$ cat src/design/ssg_pkg.sv
// Shared types and constants for the scheduled source gate.
`default_nettype none
package ssg_pkg;

  localparam int FRAME_W    = 48;
  localparam int COUNT_W    = 13;
  localparam int CMD_W      = 2;
  localparam int STATE_W    = 3;
  localparam logic [COUNT_W-1:0] MAX_QUANTUM = 13'd4096;

  localparam int S_TDATA_W = 112;
  localparam int M_TDATA_W = 32;

  typedef enum logic [CMD_W-1:0] {
    CMD_START   = 2'd0,
    CMD_STOP    = 2'd1,
    CMD_QUANTUM = 2'd2
  } cmd_t;

  typedef enum logic [STATE_W-1:0] {
    MODE_UNSCHEDULED    = 3'd0,
    MODE_SCHEDULED      = 3'd1,
    MODE_PLAYING        = 3'd2,
    MODE_STOP_SCHEDULED = 3'd3,
    MODE_FINISHED       = 3'd4
  } mode_t;

  typedef struct packed {
    cmd_t               cmd;
    logic [FRAME_W-1:0] frame_value;
    logic [FRAME_W-1:0] first_frame;
    logic [COUNT_W-1:0] frames_count;
  } item_t;

  typedef struct packed {
    logic [COUNT_W-1:0] start_offset;
    logic [COUNT_W-1:0] active_count;
    logic               ended;
    mode_t              play_state;
  } res_t;

  typedef struct packed {
    mode_t              mode;
    logic [FRAME_W-1:0] start_at;
    logic [FRAME_W-1:0] stop_at;
    logic               stop_valid;
  } gate_state_t;

endpackage
`default_nettype wire

$ cat src/design/ssg_core.sv
// Per-item gate decision: next play state and result from one transfer.
`default_nettype none
module ssg_core (
  input  ssg_pkg::item_t       item,
  input  ssg_pkg::gate_state_t cur,
  input  logic                 notify,
  output ssg_pkg::gate_state_t nxt,
  output ssg_pkg::res_t        res
);
  import ssg_pkg::*;

  logic [COUNT_W-1:0] n;
  logic [FRAME_W:0]   first_x;
  logic [FRAME_W:0]   last_x;
  logic [FRAME_W:0]   stop_x;
  logic [FRAME_W:0]   start_x;
  logic [FRAME_W:0]   startf;
  logic [FRAME_W+1:0] lim;
  logic [FRAME_W+1:0] span;
  logic               stop_le_last;
  logic               stop_in;
  logic               stop_lt;
  logic [FRAME_W:0]   stop_off;

  always_comb begin
    if (item.frames_count == '0) begin
      n = COUNT_W'(1);
    end else if (item.frames_count > MAX_QUANTUM) begin
      n = MAX_QUANTUM;
    end else begin
      n = item.frames_count;
    end
    first_x      = {1'b0, item.first_frame};
    last_x       = first_x + {{(FRAME_W+1-COUNT_W){1'b0}}, n} - (FRAME_W+1)'(1);
    stop_x       = {1'b0, cur.stop_at};
    start_x      = {1'b0, cur.start_at};
    stop_le_last = cur.stop_valid && (stop_x <= last_x);
    stop_in      = stop_le_last && (stop_x >= first_x);
    stop_lt      = cur.stop_valid && (stop_x < first_x);
    stop_off     = stop_x - first_x;
    startf       = (start_x > first_x) ? start_x : first_x;
    lim          = stop_le_last ? ({1'b0, stop_x} + (FRAME_W+2)'(1))
                                : ({1'b0, last_x} + (FRAME_W+2)'(1));
    span         = (lim > {1'b0, startf}) ? (lim - {1'b0, startf}) : '0;

    nxt              = cur;
    res.start_offset = '0;
    res.active_count = '0;
    res.ended        = 1'b0;

    case (item.cmd)
      CMD_START: begin
        nxt.mode     = MODE_SCHEDULED;
        nxt.start_at = item.frame_value;
      end
      CMD_STOP: begin
        nxt.stop_at    = item.frame_value;
        nxt.stop_valid = 1'b1;
      end
      CMD_QUANTUM: begin
        unique case (cur.mode)
          MODE_SCHEDULED: begin
            if (startf <= last_x) begin
              nxt.mode         = stop_in ? MODE_STOP_SCHEDULED : MODE_PLAYING;
              res.start_offset = COUNT_W'(startf - first_x);
              res.active_count = span[COUNT_W-1:0];
            end
          end
          MODE_UNSCHEDULED, MODE_PLAYING, MODE_STOP_SCHEDULED: begin
            if (stop_in) begin
              nxt.mode         = MODE_STOP_SCHEDULED;
              res.active_count = stop_off[COUNT_W-1:0];
            end else if (stop_lt) begin
              nxt.mode  = MODE_FINISHED;
              res.ended = notify;
            end else if (cur.mode != MODE_UNSCHEDULED) begin
              res.active_count = n;
            end
          end
          default: begin
          end
        endcase
      end
      default: begin
      end
    endcase

    res.play_state = nxt.mode;
  end

endmodule
`default_nettype wire

$ cat src/design/scheduled_source_gate_unit.sv
// An input transfer is held in the input register, and its result in the result register, before it reaches the output.
// Throughput: one item per cycle while the output is not stalled; input register, decision logic, result register.
// The play state is updated as an item moves into the result register, so
// each item sees the effect of the one before it.
// Reset (rst, synchronous): empty pipeline, unscheduled, no stop set,
// ended notification disabled.
`default_nettype none
module scheduled_source_gate_unit (
  input  logic                          clk,
  input  logic                          rst,
  input  logic                          cfg_we,
  input  logic                          cfg_wdata,     // ended_notify_enable
  input  logic                          s_axis_tvalid,
  output logic                          s_axis_tready,
  // frame_value[47:0], first_frame[95:48], frames_count[108:96], zero pad
  input  logic [ssg_pkg::S_TDATA_W-1:0] s_axis_tdata,
  // cmd[1:0]
  input  logic [ssg_pkg::CMD_W-1:0]     s_axis_tuser,
  output logic                          m_axis_tvalid,
  input  logic                          m_axis_tready,
  // start_offset[12:0], active_count[25:13], ended[26], play_state[29:27], zero pad
  output logic [ssg_pkg::M_TDATA_W-1:0] m_axis_tdata
);
  import ssg_pkg::*;

  logic        in_valid;
  item_t       in_item;
  logic        out_valid;
  res_t        out_res;
  gate_state_t gate;
  logic        notify;

  gate_state_t gate_next;
  res_t        res_next;
  logic        advance;

  assign advance       = in_valid && (!out_valid || m_axis_tready);
  assign s_axis_tready = !in_valid || advance;

  ssg_core u_core (
    .item   (in_item),
    .cur    (gate),
    .notify (notify),
    .nxt    (gate_next),
    .res    (res_next)
  );

  always_ff @(posedge clk) begin
    if (rst) begin
      in_valid        <= 1'b0;
      out_valid       <= 1'b0;
      gate.mode       <= MODE_UNSCHEDULED;
      gate.stop_valid <= 1'b0;
      notify          <= 1'b0;
    end else begin
      if (cfg_we) begin
        notify <= cfg_wdata;
      end
      if (s_axis_tready) begin
        in_valid <= s_axis_tvalid;
      end
      if (advance) begin
        out_valid <= 1'b1;
        gate      <= gate_next;
      end else if (m_axis_tready) begin
        out_valid <= 1'b0;
      end
    end
  end

  always_ff @(posedge clk) begin
    if (s_axis_tready && s_axis_tvalid) begin
      in_item.cmd          <= cmd_t'(s_axis_tuser);
      in_item.frame_value  <= s_axis_tdata[FRAME_W-1:0];
      in_item.first_frame  <= s_axis_tdata[2*FRAME_W-1:FRAME_W];
      in_item.frames_count <= s_axis_tdata[2*FRAME_W+COUNT_W-1:2*FRAME_W];
    end
    if (advance) begin
      out_res <= res_next;
    end
  end

  assign m_axis_tvalid = out_valid;
  assign m_axis_tdata  = {{(M_TDATA_W-2*COUNT_W-1-STATE_W){1'b0}},
                          out_res.play_state, out_res.ended,
                          out_res.active_count, out_res.start_offset};

endmodule
`default_nettype wire

$ cat config.mk
export PLATFORM = sky130hd
export DESIGN_NAME = scheduled_source_gate_unit
export DESIGN_NICKNAME = d
export VERILOG_FILES = /design/src/design/ssg_pkg.sv /design/src/design/ssg_core.sv /design/src/design/scheduled_source_gate_unit.sv
export SDC_FILE = /design/constraint.sdc
export NUM_CORES = 1
export LEC_CHECK = 0
export BUFFER_PORTS_ARGS = -buffer_cell sky130_fd_sc_hd__buf_2
export CAP_MARGIN = 20
export CORE_MARGIN = 4
export CORE_UTILIZATION = 55
export CTS_CLUSTER_DIAMETER = 40
export DETAILED_ROUTE_END_ITERATION = 7
export PLACE_DENSITY_LB_ADDON = 0.12
export REMOVE_ABC_BUFFERS = 1
export SLEW_MARGIN = 10
export SYNTH_ARGS = -nofsm -noshare
export SYNTH_HDL_FRONTEND = slang
export SYNTH_SLANG_ARGS = --single-unit
$ cat constraint.sdc
create_clock -name clk -period 12.6 [get_ports clk]
set_input_delay 1.26 -clock clk [delete_from_list [all_inputs] [get_ports clk]]
set_output_delay 1.26 -clock clk [all_outputs]
set_load 0.02 [all_outputs]
## Yosys cells after proc, flatten, opt, wreduce, memory -nomap -nowiden

Index checks and enable logic that the tools add are counted.

- Bits in registers: 244
- Memories: 0
- Latch bits: 0
- RAM bits: 0
- Bits of input ports: 120
- Bits in read-only memories: 0
- Output and inout port bits: 34

- Div/mod/pow operators: 0
- $add $sub $neg: 7
- Reduce and logical (&&, ||, !) cells: 20
- Shifts and indexed selects: 0
- Bitwise logic cells: 4
- Mux-type cells: 18
- Order comparisons: 7
- $mul: 0
- Eq/ne operators: 5

Operators with widths:

| operator | count |
|---|---|
| 48-bit by 49-bit less-or-equal comparator with 1-bit output | 2 |
| 13-bit 2-to-1 mux | 7 |
| 49-bit by 1-bit adder with 50-bit output, second input constant | 1 |
| 50-bit by 48-bit greater-than comparator with 1-bit output | 1 |
| 50-bit 2-to-1 mux | 1 |
| 48-bit by 1-bit adder with 49-bit output, second input constant | 1 |
| 48-bit by 13-bit adder with 49-bit output | 1 |
| 49-bit by 1-bit subtractor with 49-bit output, second input constant | 1 |
| 48-bit greater-or-equal comparator | 1 |
| 48-bit greater-than comparator | 1 |
| 48-bit < comparator | 1 |
| 48-bit 2-to-1 mux | 1 |
| 13-bit subtractor | 3 |
| 13-bit one-hot mux with 2 select lines | 1 |
| 13-bit greater-than comparator, second input constant | 1 |
| 13-bit logical NOT | 1 |
| 3-bit one-hot mux with 2 select lines | 2 |
| 3-bit 2-to-1 mux | 3 |
| 3-bit AND reduction | 3 |
| 3-bit by 2-bit equality test with 1-bit output, second input constant | 2 |
| 1-bit logical AND | 5 |
| 1-bit NOT | 4 |
| 4-bit OR reduction | 1 |
| 3-bit by 1-bit equality test with 1-bit output, second input constant | 1 |
| other kinds (11) | 15 |

## Depth between registers and ports, before layout

Gate-level depths: netlist of the first run.

- Word-level depth: 12
- Gate-level depth with buffers: 44

## Modules after synthesis

From an unflattened synthesis of the first run, not the netlist that was laid out.

- Cell total of the unflattened synthesis: 2372
- Area total of the unflattened synthesis: 22215.1 µm²

Modules (own cells, without submodules):

| module | area an instance (µm²) | cells each | seq. area each (µm²) | instances |
|---|---|---|---|---|
| ssg_core | 14794.2 | 2100 | 0.0 | 1 |
| scheduled_source_gate_unit | 7420.9 | 272 | 7257.0 | 1 |

## Worst setup path after synthesis of the first run

OpenSTA, ideal clock, no wires.

- Path kind: register to register
- Start: reg in_item[12] (netlist name)
- End: reg out_res, in the netlist m_axis_tdata[24] (data pin)
- Arrival time: 7.760 ns
- Stages on the path, launching flop included: 40
- Slack: 4.577 ns
- Setup time: 0.264 ns
- Cells stage by stage: edfxtp_1 -> inv_1 -> clkbuf_1 -> nand2_1 -> ha_1 -> inv_1 -> fa_1 -> a211oi_4 -> o211ai_2 -> o2bb2ai_1 -> a21o_1 -> o21a_2 -> a31oi_1 -> xnor2_1 -> inv_1 -> ha_1 -> nand4_1 -> nor2_1 -> [4 not listed] -> a221oi_1 -> o21ai_1 -> clkbuf_1 -> mux2_2 -> fa_1 -> a21oi_1 -> nor2_1 -> nor2_1 -> o211ai_1 -> nand2_1 -> a31oi_1 -> o21ai_0 -> nand3_1 -> a21oi_1 -> nor2_1 -> o311ai_4 -> buf_6 -> o22ai_2

- Cells in the longest elaborated chain, start to end: 12
- Elaborated cells between the ends (all ways): 20

RTL lines:

| what | RTL line | text |
|---|---|---|
| from (decl) | scheduled_source_gate_unit.sv:27 | `item_t in_item;` |
| 13-bit greater-than comparator | ssg_core.sv:28 | `end else if (item.frames_count > MAX_QUANTUM) begin` |
| 13-bit 2-to-1 mux | ssg_core.sv:28 |  |
| 13-bit 2-to-1 mux (*) | ssg_core.sv:26 | `if (item.frames_count == '0) begin` |
| 48-bit by 13-bit adder with 49-bit output | ssg_core.sv:34 | `last_x = first_x + {{(FRAME_W+1-COUNT_W){1'b0}}, n} - (FRAME_W+1)'(1);` |
| 49-bit by 1-bit subtractor with 49-bit output | ssg_core.sv:34 |  |
| 48-bit by 49-bit less-or-equal comparator with 1-bit output | ssg_core.sv:37 | `stop_le_last = cur.stop_valid && (stop_x <= last_x);` |
| 1-bit logical AND | ssg_core.sv:37 |  |
| 50-bit 2-to-1 mux | ssg_core.sv:42 | `lim = stop_le_last ? ({1'b0, stop_x} + (FRAME_W+2)'(1))` |
| 50-bit by 48-bit greater-than comparator with 1-bit output or 13-bit subtractor (tied branches) | ssg_core.sv:44 | `span = (lim > {1'b0, startf}) ? (lim - {1'b0, startf}) : '0;` |
| 13-bit 2-to-1 mux | ssg_core.sv:44 |  |
| 13-bit 2-to-1 mux | ssg_core.sv:63 | `if (startf <= last_x) begin` |
| 13-bit one-hot mux with 2 select lines (*) | ssg_core.sv:61 | `unique case (cur.mode)` |
| to (signal assigned) | scheduled_source_gate_unit.sv:79 | `out_res <= res_next;` |
| to (decl) | scheduled_source_gate_unit.sv:29 | `res_t out_res;` |

Mark *: on every way between the ends. The rest lies on a longest branch, timed or not.
A chain may end at the register's enable or synchronous reset.

## Worst setup path in the final report of the first run

- Start: reg in_item[12] (netlist name)
- End: reg out_res, in the netlist m_axis_tdata[25] (data pin)

Same word-level chain as after synthesis.

==> summary.md, run 1 <==
| Metric | Value |
|---|---|
| Layout Area Growth over Synthesis | `11.4%` |
| Initial antenna violation count | `0` |
| Synth Register Bits | `244` |
| Fillers | `3224` |
| Area share of the largest cell type after synthesis | `0.336` |
| Post-synth top cells | `ha_1, edfxtp_1, nand2_1` |
| Hold_ws | `0.442 ns` |
| Post-CTS setup buffers | `0` |
| Dpl hpwl | `51500 um` |
| Inst Count DP | `2868` |
| Status | `completed` |
| Drt total wl | `64400 um` |
| Setup TNS | `0 ns` |
| Critical Path Start | `in_item[12]` |
| First-pass GRT wire length | `98200 um` |
| CORE AREA | `37800 um^2` |
| Critical path's slowest cell | `o311ai_4` |
| Register Area | `7260 um^2` |
| RSZ-0062 raised after global routing | `no` |
| Worst Hold Class | `reg2reg` |
| Fraction of layout cells with a size suffix above 1 | `0.123` |
| RR Startpoint | `in_item[12]` |
| Hold Vio Cnt, Final | `0` |
| Clock skew | `0.0220 ns` |
| Final period utilization | `0.845` |
| Initial DRC count | `1459` |
| LEAKAGE | `9.81 nW` |
| Vias in the first global route | `17407` |
| Cells after synthesis | `2252` |
| Post-synthesis cell type with the largest combined area | `edfxtp_1` |
| Min-delay src | `in_item[96]` |
| Period minus WS final | `10.65 ns` |
| Clock Path Buffers | `3` |
| Mapped Avg Cell Area | `9.41 um^2` |
| Total CTS buffers | `35` |
| DR WL/cell | `22.0 um` |
| Multi-input gate area | `13000 um^2` |
| Antenna viol nets, final | `0` |
| Max-slew violations | `0` |
| Post-Syn Area | `21200 um^2` |
| Peak VDD IR | `0.160 mV` |
| Vias | `18069` |
| DR pass1 iterations | `5` |
| F_max | `93.9 MHz` |
| Final setup fails | `0` |
| PD cells | `127 nW/um^2` |
| Critical path required time | `12.86 ns` |
| Cell with the most instances after synthesis | `ha_1` |
| All-Layer GR Usage | `0.302` |
| Final Instance Count excl. Fillers | `2932` |
| GRT Residual Overflow | `0` |
| Main synth FF type | `edfxtp_1` |
| Worst Tran Pin Value | `0.961 ns` |
| Post_cts resized | `0` |
| Hold_buf cts | `0` |
| Seq/Total Area, Yosys | `0.342` |
| Core Rows | `71` |
| Tot Pwr | `2.99 mW` |
| Synth top area cells | `edfxtp_1, ha_1, a21oi_1` |
| Diode count | `0` |
| Clock Tree Root | `clkbuf_16` |
| Vias/cell | `6.16` |
| Maxcap violations | `0` |
| CP max stage delay | `0.79 ns` |
| Core Util, Final | `0.624` |
| Die width | `204 um` |
| NumNets Final | `2831` |
| Critical path launch point type | `register` |
| CTS tree | `yes` |
| RD Place Congestion | `0.973` |
| Source-to-sink clock delay at the later pin of the worst-skew pair | `0.56 ns` |
| Clock Sinks | `244` |
| Largest net degree at the start of global routing | `62` |
| Die area | `41700 um^2` |
| Yosys cell types | `112` |
| Synthesis warning total | `0` |
| DIE HEIGHT | `204 um` |
| Most Frequent Cell on Critical Path | `nor2_1` |
| Initial Util | `0.560` |
| I/O pin total | `154` |
| CP Capture Type | `register` |
| DRC | `0` |
| Ys async rst share | `0` |
| Clk slew on worst S/H paths | `0.06 ns` |
| CP Max Fanout | `43` |
| EDFF count, synth | `237` |
| Slew Limit Headroom | `0.349` |
| Worst EP arrival | `10.91 ns` |
| Crit path kind | `reg2reg` |
| IO Port Bufs | `148` |
| H-tree depth | `2` |
==> worst max-delay path: cells and delay by family (launching register included) <==
| family | cells | cell delay (ns) |
|---|---|---|
| xor gates and xnor gates | 1 | 0.19 |
| buffers and inverters | 4 | 1.09 |
| DFF | 1 | 0.45 |
| AOI/OAI and AO/OA | 16 | 4.51 |
| muxes | 1 | 0.43 |
| and+or+nand+nor | 10 | 1.84 |
| adders and majority gates | 5 | 1.81 |
==> layer usage <==
metal / track usage / vias up / share of wire
li1: - / 8645 / -
met1: 0.425 / 8605 / 0.45
met2: 0.468 / 696 / 0.44
met3: 0.0446 / 123 / 0.072
met4: 0.124 / 0 / 0.041
met5: 0 / - / 0
==> worst paths after layout <==
| kind | end | slack, ns | depth (start not counted) |
|---|---|---|---|
| min | gate[36] | 0.44 | 0 |
| max | m_axis_tdata[25] | 1.95 | 37 |
| min reg2reg | gate[36] | 0.44 | 0 |
| max reg2reg | m_axis_tdata[25] | 1.95 | 37 |
==> cells by family (layout without fill, tap and decap cells) <==
| kind of cell | after synthesis | count (layout) | share of synthesized area |
|---|---|---|---|
| simple gates | 688 | 688 | 0.167 |
| compound gates | 579 | 579 | 0.178 |
| fa+ha+maj | 317 | 317 | 0.188 |
| flops | 244 | 244 | 0.342 |
| buf+inv | 239 | 407 | 0.0445 |
| xor+xnor | 154 | 154 | 0.0647 |
| mux | 30 | 30 | 0.0143 |
| other cells | 1 | 2 | 0.000177 |
==> layout by cell type (no fill, tap or decap), types with 16 or more instances in the layout <==
cell type | netlist | layout
ha_1 | 312 | 312
edfxtp_1 | 237 | 237
nand2_1 | 210 | 210
inv_1 | 181 | 181
a21oi_1 | 173 | 173
buf_2 | 7 | 148
o21ai_0 | 147 | 147
nor2_1 | 133 | 132
xnor2_1 | 97 | 97
nand4_1 | 79 | 79
xor2_1 | 54 | 54
nand3_1 | 53 | 53
a21o_1 | 52 | 52
nor3_1 | 50 | 50
clkbuf_16 | 0 | 35
mux2i_1 | 27 | 27
nor2b_1 | 21 | 21
nor4_1 | 20 | 20
a211oi_1 | 18 | 18
and3_1 | 19 | 18
a31oi_1 | 18 | 18
o21a_1 | 17 | 17
nand2b_1 | 16 | 16
==> report_power, final <==
group	total (mW)	internal (mW)	switching [mW]
combinational	1.09	0.414	0.672
sequential	0.950	0.927	0.0230
clock	0.958	0.554	0.404
==> cell type report <==
| type | instances | area share |
|---|---|---|
| Multi-Input combinational cell | 1770 | 0.552 |
| Sequential cell | 244 | 0.307 |
| Clock inverter | 25 | 0.0114 |
| Clock buffer | 38 | 0.0376 |
| Inverter | 181 | 0.0288 |
| Tap cell | 511 | 0.0271 |
| Timing Repair Buffer | 163 | 0.0360 |
==> per-stage QoR <==
stage               setup slack [ns]  instance area, um^2
floorplan                       1.98                20900
global placement                2.24                22400
detailed placement              2.12                22400
CTS                             2.05                23600
global route                    1.40                23600
finish                          1.95                23600
==> flip-flops by register name, summed over array words and instances, names as in the netlist <==
name and count:
gate 100, in_valid 1, m_axis_tdata 30, in_item 111, notify 1, m_axis_tvalid 1
Power figures use the tool's default switching activity.
==> run 2, diff against run 1 <==
- ABC_AREA: default -> 1
- clock period: 12.6 -> 8.61 ns (I/O delays scaled with it)
==> run 2 against run 1 <==
  * Total power increased by 60%
  * Routed wire length up 27%
  * Sequential cell count did not move
  * Highest routed layer is now met5
  * Sequential share of layout area is 4.0 points lower
  * Register-to-register slack got worse by 1.8 ns
  * Critical path type unchanged
  * Cell count grew 31%
  * Setup slack worse by 1.8 ns
  * Critical path depth increased by 16
  * Clock skew is 0.0056 ns lower
  * Via count up 24%
  * Core utilization rose by 5.7 points
==> summary.md, run 2 <==
| Metric | Value |
|---|---|
| Setup TNS | `0 ns (unchanged)` |
| Source-to-sink clock delay at the later pin of the worst-skew pair | `0.55 ns (about the same)` |
| Core Rows | `73 (+2.8%)` |
| Post-synth top cells | `nand2_1, inv_1, ha_1` |
| Logic gate share of total power | `0.431 (+0.068)` |
| Final instance area | `27100 um^2 (+15%)` |
| Cells after synthesis | `2871 (+27%)` |
| Most frequent cells in the layout | `nand2_1, inv_1, ha_1` |
| GRT Residual Overflow | `0 (unchanged)` |
| Synth Register Bits | `244 (unchanged)` |
| Dpl hpwl | `67800 um (+32%)` |
| CP Max Fanout | `13 (-70%)` |
| All-Layer GR Usage | `0.362 (+0.0601)` |
| Total CTS buffers | `34 (-2.9%)` |
| Hold Vio Cnt, Final | `0 (unchanged)` |
| Core Util, Final | `0.681 (+0.0572)` |
| Sw frac | `0.378 (+0.0108)` |
| Vias/cell | `5.83 (-5.3%)` |
| Period minus WS final | `8.41 ns (-2.24 ns)` |
| Yosys cell types | `64 (-43%)` |
| NetSw | `1.81 mW (+65%)` |
| Number of flip-flops in the largest register | `111 (unchanged)` |
| PD cells | `177 nW/um^2 (+39%)` |
| DR pass1 iterations | `8 (+3)` |
| DR WL/cell | `21.4 um (-2.6%)` |
| Worst Tran Pin Value | `1.18 ns (+0.217 ns)` |
| Maxcap violations | `0 (unchanged)` |
| CP max stage delay | `0.43 ns (-0.36 ns)` |
| Global Route met2 Usage | `0.615 (+0.147)` |
| Clock Path Buffers | `3 (unchanged)` |
| Die width | `209 um (+2.3%)` |
| Clk slew on worst S/H paths | `0.06 ns (about the same)` |
| Mapped Avg Cell Area | `7.74 um^2 (-18%)` |
| Hold_buf cts | `0 (unchanged)` |
| I/O pin total | `154 (unchanged)` |
| Commonest non-fill, non-tap cell in the layout | `nand2_1` |
| Largest net degree at the start of global routing | `57 (-8.1%)` |
| Critical path's slowest cell | `edfxtp_1` |
| DIE HEIGHT | `209 um (+2.3%)` |
| Layout Area Growth over Synthesis | `22.1%` |
| Area share of the largest cell type after synthesis | `0.320 (-0.0154)` |
| RD Place Congestion | `1.05 (+7.7%)` |
| CTS tree | `yes` |
| GR peak layer | `met2` |
| Post-synthesis cell type with the largest combined area | `edfxtp_1` |
| Final period utilization | `0.977 (+0.132)` |
| Clock power share | `0.280 (-0.040)` |
| Place WS | `-0.156 ns (-2.27 ns)` |
| Synth top area cells | `edfxtp_1, ha_1, nand2_1` |
| Initial antenna violation count | `3 (+3)` |
| First-pass GRT wire length | `123000 um (+25%)` |
| Inst Count DP | `3760 (+31%)` |
| Antenna viol nets, final | `0 (unchanged)` |
| Worst setup margin | `0.199 ns (-1.75 ns)` |
| Vias in the first global route | `22258 (+28%)` |
| IO Port Bufs | `148 (unchanged)` |
| Reg2reg path depth | `53 (+43%)` |
| CP Capture Type | `register` |
| Tot Pwr | `4.79 mW (+60%)` |
| F_max | `119 MHz (+27%)` |
| Seq/Total Area, Yosys | `0.327 (-0.0158)` |
| Most Frequent Cell on Critical Path | `nand2_1` |
| Initial DRC count | `2340 (+60%)` |
| CORE AREA | `39800 um^2 (+5.2%)` |
| Max-slew violations | `0 (unchanged)` |
| Die area | `43700 um^2 (+4.6%)` |
| Largest Register | `in_item` |
| Worst EP arrival | `8.78 ns (-2.13 ns)` |
| EDFF count, synth | `237 (unchanged)` |
| GR Util met1 | `0.450 (+0.0250)` |
| Critical path launch point type | `register` |
| Sequential Power Share | `0.289 (-0.028)` |
| Grt met3 use | `0.0479 (+0.00330)` |
| NumNets Final | `3721 (+31%)` |
| Internal power | `2.98 mW (+57%)` |
| Clock Sinks | `244 (unchanged)` |
| Post-Syn Area | `22200 um^2 (+4.8%)` |
| Vias | `22384 (+24%)` |
| Final setup fails | `0 (unchanged)` |
| Final Instance Count excl. Fillers | `3837 (+31%)` |
| Worst Hold Class | `reg2reg` |
| Hold_ws | `0.445 ns (+0.00351 ns)` |
| Crit path kind | `reg2reg` |
| Clock skew | `0.0164 ns (-0.00563 ns)` |
| Placed inst area | `25400 um^2 (+13%)` |
| Synthesis warning total | `0 (unchanged)` |
| Peak VDD IR | `0.179 mV (+12%)` |
| Critical path required time | `8.98 ns (-3.88 ns)` |
| Drt total wl | `82100 um (+27%)` |
| H-tree depth | `2 (unchanged)` |
| Clock Tree Root | `clkbuf_16` |
| Status | `completed` |
| Main synth FF type | `edfxtp_1` |
| DRC | `0 (unchanged)` |
| Initial Util | `0.558 (-0.00217)` |
| Cell with the most instances after synthesis | `nand2_1` |
| Fraction of layout cells with a size suffix above 1 | `0.187 (+0.0636)` |
| LEAKAGE | `12.8 nW (+31%)` |
| Ys async rst share | `0 (unchanged)` |
| Slew Limit Headroom | `0.207 (-0.142)` |
| Hold path depth | `0 (unchanged)` |
run 2: cell count changes after synthesis, moves of 22 or more:
cell | previous run | this run
inv_1 | 181 | 440
nor2_1 | 133 | 255
nand2_1 | 210 | 609
nand3_1 | 53 | 148
a21o_1 | 52 | 9
o21ai_0 | 147 | 169
xor2_1 | 54 | 88
xnor2_1 | 97 | 29
a21oi_1 | 173 | 225
run 2: logic make-up (layout without fill, tap and decap cells):
family / count (synthesis) / in the layout / synth area share
compound gates: 467 / 467 / 0.113
xor+xnor: 123 / 123 / 0.0505
fa+ha+maj: 316 / 316 / 0.179
buf+inv: 482 / 921 / 0.0832
flops: 244 / 244 / 0.327
mux: 6 / 6 / 0.00270
other cells: 1 / 3 / 0.000169
simple gates: 1232 / 1232 / 0.245
run 2: final timing paths:
check / start / to / slack [ns]
worst max register to register: in_item[8] / m_axis_tdata[23] / 0.20
worst max-delay path: in_item[8] / m_axis_tdata[23] / 0.20
worst min register to register: in_item[92] / gate[32] / 0.45
worst min-delay path: in_item[92] / gate[32] / 0.45
run 2: critical path: cells and delay by family, from the launching register on:
kind            cells  cell delay [ns]
flops               1             0.43
compound gates      9             1.46
buf+inv            11             1.65
simple gates       28             3.43
xor+xnor            1             0.17
fa+ha+maj           4             1.06
run 2: area by class of cell:
class                   instances  area, um^2
multi-input cells            2146       13600
fillers                      3227       12700
flip-flops and latches        244        7260
repair buffers                410        2880
inverters                     449        1690
clock buffers                  37         862
well taps                     525         657
clock inverters                25         228
diodes                          1        2.50
run 2: what timing repair did:
| item | 4_1_cts | 5_1_grt |
|---|---|---|
| hold endpoints to repair | 0 | 0 |
| cloned | 0 | 3 |
| gates resized for setup | 5 | 97 |
| pin swaps | 0 | 27 |
| endpoints found under the setup margin | 13 | 13 |
| setup buffers | 0 | 11 |
run 2: power by group through the flow:
stage               registers [mW]  clock network (mW)  logic [mW]
floorplan                     1.41                   0        1.10
global placement              1.41                   0        1.88
detailed placement            1.41                   0        1.93
CTS                           1.39                1.35        1.95
global route                  1.39                1.42        2.26
finish                        1.39                1.34        2.06
run 2: layer usage:
layer  routed length [um]  share of wire
met2                38600           0.47
met3                 6130          0.075
met1                32000           0.39
met4                 5360          0.065
met5                   10        0.00012
